[config.mk]
export PLATFORM = sky130hd
export DESIGN_NAME = arcb_isqrt
export DESIGN_NICKNAME = d
export VERILOG_FILES = /design/src/rtl/arcb_pkg.sv /design/src/rtl/arcb_isqrt.sv
export SDC_FILE = /design/constraint.sdc
export NUM_CORES = 2
export LEC_CHECK = 0
export BUFFER_PORTS_ARGS = -buffer_cell sky130_fd_sc_hd__buf_4
export CAP_MARGIN = 20
export CORE_MARGIN = 3
export CORE_UTILIZATION = 60
export CTS_BUF_LIST = sky130_fd_sc_hd__clkbuf_8
export DETAILED_ROUTE_END_ITERATION = 7
export MAX_ROUTING_LAYER = met4
export PLACE_DENSITY = 0.78
export SYNTH_ARGS = -nofsm -noshare
export SYNTH_HDL_FRONTEND = slang
export SYNTH_SLANG_ARGS = --single-unit
[constraint.sdc]
create_clock -name clk -period 9.2 [get_ports clk]
set_clock_uncertainty 0.15 [all_clocks]
set_input_delay 1.38 -clock clk [delete_from_list [all_inputs] [get_ports clk]]
set_output_delay 1.38 -clock clk [all_outputs]
set_load 0.05 [all_outputs]
[src/rtl/arcb_pkg.sv]
`default_nettype none
// ----------------------------------------------------------------------------
// arcb_pkg: shared constants, types and helpers
// Fixed-point widths, stage counts and step functions for the arcball
// axis/angle datapath.
// ----------------------------------------------------------------------------
package arcb_pkg;

    localparam int COORD_W      = 16;
    localparam int RAD_W        = 32;
    localparam int REM_W        = RAD_W + 3;
    localparam int NUM_W        = 47;
    localparam int CX_W         = 34;
    localparam int ANG_W        = 20;
    localparam int OUT_ANG_W    = 15;

    localparam int ONE_Q14      = 16384;
    localparam int PI_Q13       = 25736;
    localparam int HALF_PI_Q16  = 102944;
    localparam int ONE_Q28      = 1 << 28;

    localparam int SQRT_STEPS   = RAD_W;
    localparam int DIV_STEPS    = 16;
    localparam int CORDIC_STEPS = 17;

    localparam int PIPE_DEPTH   = 2 + SQRT_STEPS + 1 + DIV_STEPS + 1 + 3 + 1
                                  + SQRT_STEPS + 1 + CORDIC_STEPS + 1;

    typedef struct packed {
        logic [REM_W-1:0] rem;
        logic [RAD_W-1:0] root;
    } sqrt_st_t;

    typedef struct packed {
        logic [5:0][COORD_W-1:0] mag;
        logic [5:0]              sgn;
        logic                    deg;
    } pre_t;

    typedef struct packed {
        logic [2:0][COORD_W-1:0] axis;
        logic [COORD_W-1:0]      dot;
        logic                    deg;
    } post_t;

    typedef struct packed {
        logic [2:0][COORD_W-1:0] axis;
        logic                    deg;
    } side_t;

    function automatic logic [1:0] sqrt_pair(logic [RAD_W-1:0] x, int j);
        logic [1:0] p;
        p = 2'b00;
        if (j >= RAD_W / 2)
        begin
            p = x[2 * j - RAD_W +: 2];
        end
        return p;
    endfunction

    function automatic sqrt_st_t sqrt_step(sqrt_st_t s, logic [1:0] pair);
        logic [REM_W-1:0] rem2;
        logic [REM_W-1:0] trial;
        sqrt_st_t         o;
        rem2  = {s.rem[REM_W-3:0], pair};
        trial = REM_W'({s.root, 2'b01});
        if (rem2 >= trial)
        begin
            o.rem  = rem2 - trial;
            o.root = {s.root[RAD_W-2:0], 1'b1};
        end
        else
        begin
            o.rem  = rem2;
            o.root = {s.root[RAD_W-2:0], 1'b0};
        end
        return o;
    endfunction

    function automatic logic signed [COORD_W-1:0] round_q14(logic signed [31:0] v);
        logic [31:0]        m;
        logic [17:0]        q;
        logic [COORD_W-1:0] qc;
        m  = v[31] ? 32'(-v) : 32'(v);
        q  = 18'((m + 32'd8192) >> 14);
        qc = (q > 18'(ONE_Q14)) ? COORD_W'(ONE_Q14) : q[COORD_W-1:0];
        return v[31] ? $signed(-qc) : $signed(qc);
    endfunction

    function automatic logic signed [ANG_W-1:0] atan_q16(int i);
        logic signed [ANG_W-1:0] t;
        case (i)
            0:       t = ANG_W'(51472);
            1:       t = ANG_W'(30386);
            2:       t = ANG_W'(16055);
            3:       t = ANG_W'(8150);
            4:       t = ANG_W'(4091);
            5:       t = ANG_W'(2047);
            6:       t = ANG_W'(1024);
            7:       t = ANG_W'(512);
            8:       t = ANG_W'(256);
            9:       t = ANG_W'(128);
            10:      t = ANG_W'(64);
            11:      t = ANG_W'(32);
            12:      t = ANG_W'(16);
            13:      t = ANG_W'(8);
            14:      t = ANG_W'(4);
            15:      t = ANG_W'(2);
            16:      t = ANG_W'(1);
            default: t = '0;
        endcase
        return t;
    endfunction

endpackage
`default_nettype wire

[src/rtl/arcb_isqrt.sv]
`default_nettype none
// ----------------------------------------------------------------------------
// arcb_isqrt: pipelined integer square root
// floor(sqrt(rad * 2^32)), one root bit per stage, advancing on en.
// ----------------------------------------------------------------------------
module arcb_isqrt (
    input  logic                     clk,
    input  logic                     en,
    input  logic [arcb_pkg::RAD_W-1:0] rad,
    output logic [arcb_pkg::RAD_W-1:0] root
);
    import arcb_pkg::*;

    sqrt_st_t         st_reg  [SQRT_STEPS];
    sqrt_st_t         st_next [SQRT_STEPS];
    logic [RAD_W-1:0] rad_reg [SQRT_STEPS-1];

    always_comb
    begin
        st_next[0] = sqrt_step('0, sqrt_pair(rad, SQRT_STEPS - 1));
        for (int k = 1; k < SQRT_STEPS; k++)
        begin
            st_next[k] = sqrt_step(st_reg[k-1], sqrt_pair(rad_reg[k-1], SQRT_STEPS - 1 - k));
        end
    end

    always_ff @(posedge clk)
    begin
        if (en)
        begin
            rad_reg[0] <= rad;
            for (int k = 1; k < SQRT_STEPS - 1; k++)
            begin
                rad_reg[k] <= rad_reg[k-1];
            end
            for (int k = 0; k < SQRT_STEPS; k++)
            begin
                st_reg[k] <= st_next[k];
            end
        end
    end

    assign root = st_reg[SQRT_STEPS-1].root;

endmodule
`default_nettype wire

## Word-level counts from Yosys, hierarchy flattened

Memory sizes are Yosys's and may differ from the RTL's.
Index checks and enable logic that the tools add are counted.

| storage, ports and cells | value |
|---|---|
| flip-flop bits (word level) | 0 |
| memory bits (writable) | 3136 |
| input bits | 34 |
| memories | 2 |

Memory list:

| name | depth | width | read ports | clocked after memory_dff | wr ports | line | RTL |
|---|---|---|---|---|---|---|---|
| st_reg | 32 | 67 | 32 | 0 | 32 | arcb_isqrt.sv:14 | `sqrt_st_t st_reg [SQRT_STEPS];` |
| rad_reg | 31 | 32 | 30 | 0 | 31 | arcb_isqrt.sv:16 | `logic [RAD_W-1:0] rad_reg [SQRT_STEPS-1];` |

| cells by class | value |
|---|---|
| add/subtract/negate cells | 32 |
| order comparisons | 32 |
| multiplexer cells | 34 |

Operators by type and width:

| kind | number |
|---|---|
| $mux W67 | 32 |
| $ge A35 B34 Y1 | 31 |
| $sub A35 B34 Y35 | 31 |
| $sub A2 B1 Y3 const B | 1 |
| $ge A2 B1 Y1 const B | 1 |
| $mux W1 | 2 |

## Depth between registers and ports, before layout

| depth | value |
|---|---|
| depth in word-level cells | 2 |
| depth in mapped cells | 15 |

## Least setup slack after synthesis

No wires, ideal clock.

| path | value |
|---|---|
| path type | register to register |
| start | memory st_reg[1][703] (netlist bit) |
| end | memory st_reg[1][785] (netlist bit) (data pin) |
| arrival | 3226 ps |
| path slack | 5562 ps |
| stages on the path, launching flop included | 12 |
| path buffers | 1 |
| period minus slack after synthesis | 3638 ps |
| cell sequence | edfxtp_1 > ha_1 > a211oi_1 > nor4_1 > o31a_1 > o211a_1 > o211ai_1 > a2111oi_0 > o41ai_2 > nand2_1 > buf_2 > mux2_1 |

RTL lines:

| element | line |
|---|---|
| start: declaration | arcb_isqrt.sv:14 |

==> flow_summary.toml <==
[power]
p_sw_w = 0.007063
internal_power_w = 0.01595
peakVddDrop_mv = 0.1888
p_sw_frac = 0.3069
power.leakage_nw = 38.76
powerDensity_nw_per_um2 = 233.4
power_frac_comb = 0.242
clkPwrFrac = 0.278
seqPwrFrac = 0.480

[synthesis]
syn_inst = 7752
synthTopCellsByArea = "edfxtp_1 (57%), ha_1 (7.3%), xor2_1 (3.7%)"
synth_ff_type = "edfxtp_1"
synthesis.area_sq_um = 90460
ys_types = 98
synth_edf_count = 1727
syn-mean-instance-area_sq_um = 11.67
synth_fp_nets = 8331
yosysTopAreaCellShare = 0.5733
post-synth-top-count-cell = "edfxtp_1"
async_reset_ff_frac = 0
synth-seq-area-share = 0.5733
synth_commonest_cells = "edfxtp_1 (1727), inv_1 (683), nand2_1 (613)"
yosysWarningCount = 0
yosys.area.top_type = "edfxtp_1"
ys_seq_elements = 1727

[min_path]
hp-class = "reg -> reg"

[finish]
area_growth_pct = 8.975
fill_cells = 10980
final_layout_size_suffix_gt1_frac = 0.07139
stdcell_area_sq_um = 98580
nets = 8585
largest_reg_flops = 1487
multiInputGateArea_sq_um = 35310
final-seq-area_sq_um = 51860
final_cells = 10210

[worst_setup_path]
crit_chain = "or4_1 -> or3_1 -> nor2_1 -> nand4_1 -> and3_1 -> nor2b_1 -> nand2b_1 -> and3_1 -> nor4b_1 -> xor2_1"
crit_fanout = 28
slowest_delay_ns = 0.74
crit_top_cell = "and3_1"
critical_path_class = "reg -> reg"
worst_ep_required_time_ns = 9.76
crit_path_top_delay_cell = "nand2b_1"
critical_path_arrival_ns = 5.23
end_kind = "register"
start_kind = "register"

[detailed_routing]
dr.pass1.iters = 8
drt_wl_total_um = 191700
drtIter0Drc = 4247
drcViolationCount = 0
antenna_left = 0
wl_per_cell_um = 18.77
vias_per_cell = 5.842
num_vias = 59660

[floorplanning]
coreArea_sq_um = 148700
initial_core_util = 0.6082
die_w_um = 394.3
die_h_um = 394.3
rows = 141
io_pins = 66
fp.dieArea_sq_um = 155500

[placed_design]
dpl_cell_area_sq_um = 93200
routabilityCongestion = 0.9286
dp_cells = 9700
io_buffers = 65
dp_hpwl_um = 139400
place_ws_ns = 4.587

[timing]
setup_ws_ns = 4.525
relSlewSlack = 0.2876
min_period_over_period = 0.5082
fin_setup_tns_ns = 0
tightest_slew_ns = 1.069
setup_violations = 0
fmax_mhz = 213.9
rsz0062_at_grt = "false"
whs_ns = 0.2464
final_max_slew_viol_count = 0
hold_viol_final = 0
post-route-min-period_ns = 4.675

[status]
status = "complete, no violations"

[global_route]
grt_util_all_layers = 0.2518
antenna_found_initial = 2
grt_pass1_vias = 58670
grt_max_degree = 203
grt-ovfl-total = 0
grt_first_pass_wirelength_um = 306400

[clocking]
cts.sinks = 1727
worstSkewPairLatency_ns = 1.01
htreeDepth = 5
cts_buffer_depth = 4
cts_tree = "done"
cts_setup_buffers = 0
ctsHoldBuffers = 0
cts_root_buf = "clkbuf_8"
post_cts_resized = 0
clk_pin_slew_ns = 0.06
cts_buffers = 303

[run]
maxCapViolCount = 0
## worst paths after layout
kind	startpoint	to	slack (ns)	cells after the start
max	st_reg[0][789]$_DFFE_PP_	st_reg[0][866]$_DFFE_PP_	4.52	10
min reg2reg	rad_reg[0][161]$_DFFE_PP_	rad_reg[0][193]$_DFFE_PP_	0.25	0
min	rad_reg[0][161]$_DFFE_PP_	rad_reg[0][193]$_DFFE_PP_	0.25	0
max reg2reg	st_reg[0][789]$_DFFE_PP_	st_reg[0][866]$_DFFE_PP_	4.52	10
## cell families after synthesis
family,Yosys count,share of synthesized area
and+or+nand+nor,2166,0.1177
DFF,1727,0.5733
AOI/OAI and AO/OA,1608,0.1105
buffers and inverters,857,0.03704
xor gates and xnor gates,751,0.07280
adders and majority gates,545,0.07663
muxes,97,0.01203
other,1,0.00004146
## per-layer routing
| layer | up-vias | track usage | wire [um] |
|---|---|---|---|
| met5 | - | - | 0 |
| li1 | 28850 | - | - |
| met2 | 1693 | 0.4191 | 94930 |
| met1 | 28650 | 0.3134 | 80150 |
| met3 | 465 | 0.03623 | 9666 |
| met4 | 0 | 0.09661 | 6938 |
## layout make-up
| cell class | count | area share |
|---|---|---|
| diodes | 3 | 0.00007615 |
| clock buffers | 310 | 0.04328 |
| clock inverters | 197 | 0.01086 |
| inverters | 699 | 0.02662 |
| multi-input cells | 5168 | 0.3582 |
| flip-flops and latches | 1727 | 0.5261 |
| well taps | 2002 | 0.02541 |
| repair buffers | 107 | 0.009481 |
## metrics by stage
step	power (W)	utilization
after global placement	0.01652	0.6267
after detailed placement	0.01667	0.6267
after floorplan	0.01503	-
after CTS	0.02316	0.6626
after global routing	0.02431	0.6628
final	0.02301	0.6628
## placed cells by master, fill, tap and decap left out, types with 14 or more instances in the layout
master,Yosys,final
o21a_1,98,98
nand3_1,130,130
a31oi_1,45,43
inv_1,683,756
or2_1,16,16
xnor2_1,371,371
edfxtp_1,1727,1727
o31ai_1,74,74
xor2_1,379,379
buf_4,32,96
o211ai_1,28,28
mux2_1,71,71
nor2_1,499,498
or2_2,27,27
a21oi_1,428,424
fa_1,15,15
clkbuf_8,0,310
nor3_1,220,219
or3_1,83,83
o21ai_1,180,180
nand2_1,613,613
and3_1,63,63
o21ai_0,290,290
nor4_1,104,104
clkinv_2,0,43
clkinv_1,1,63
and4_1,14,14
nand3b_1,21,21
a21o_1,196,196
ha_1,530,530
mux2_2,23,23
or4_1,45,45
o21bai_1,48,48
nor2b_1,74,74
a211oi_1,45,45
nand4_1,53,53
and2_1,33,33
a211o_1,18,18
inv_2,15,15
nand2b_1,107,107
## worst max-delay path: cells and delay by family (launching register included)
family / cells / cell delay, ns
simple gates: 9 / 3.72
flops: 1 / 0.41
xor+xnor: 1 / 0.11
## power by group through the flow
| stage | sequential (W) | clock (W) | combinational (W) |
|---|---|---|---|
| 6_report | 0.0110 | 0.00640 | 0.00556 |
| 4_1_cts | 0.0110 | 0.00659 | 0.00553 |
| 2_1_floorplan | 0.0108 | 0 | 0.00426 |
| 3_3_place_gp | 0.0112 | 0 | 0.00535 |
| 3_5_place_dp | 0.0112 | 0 | 0.00549 |
| 5_1_grt | 0.0111 | 0.00697 | 0.00620 |
Power figures use the tool's default switching activity.
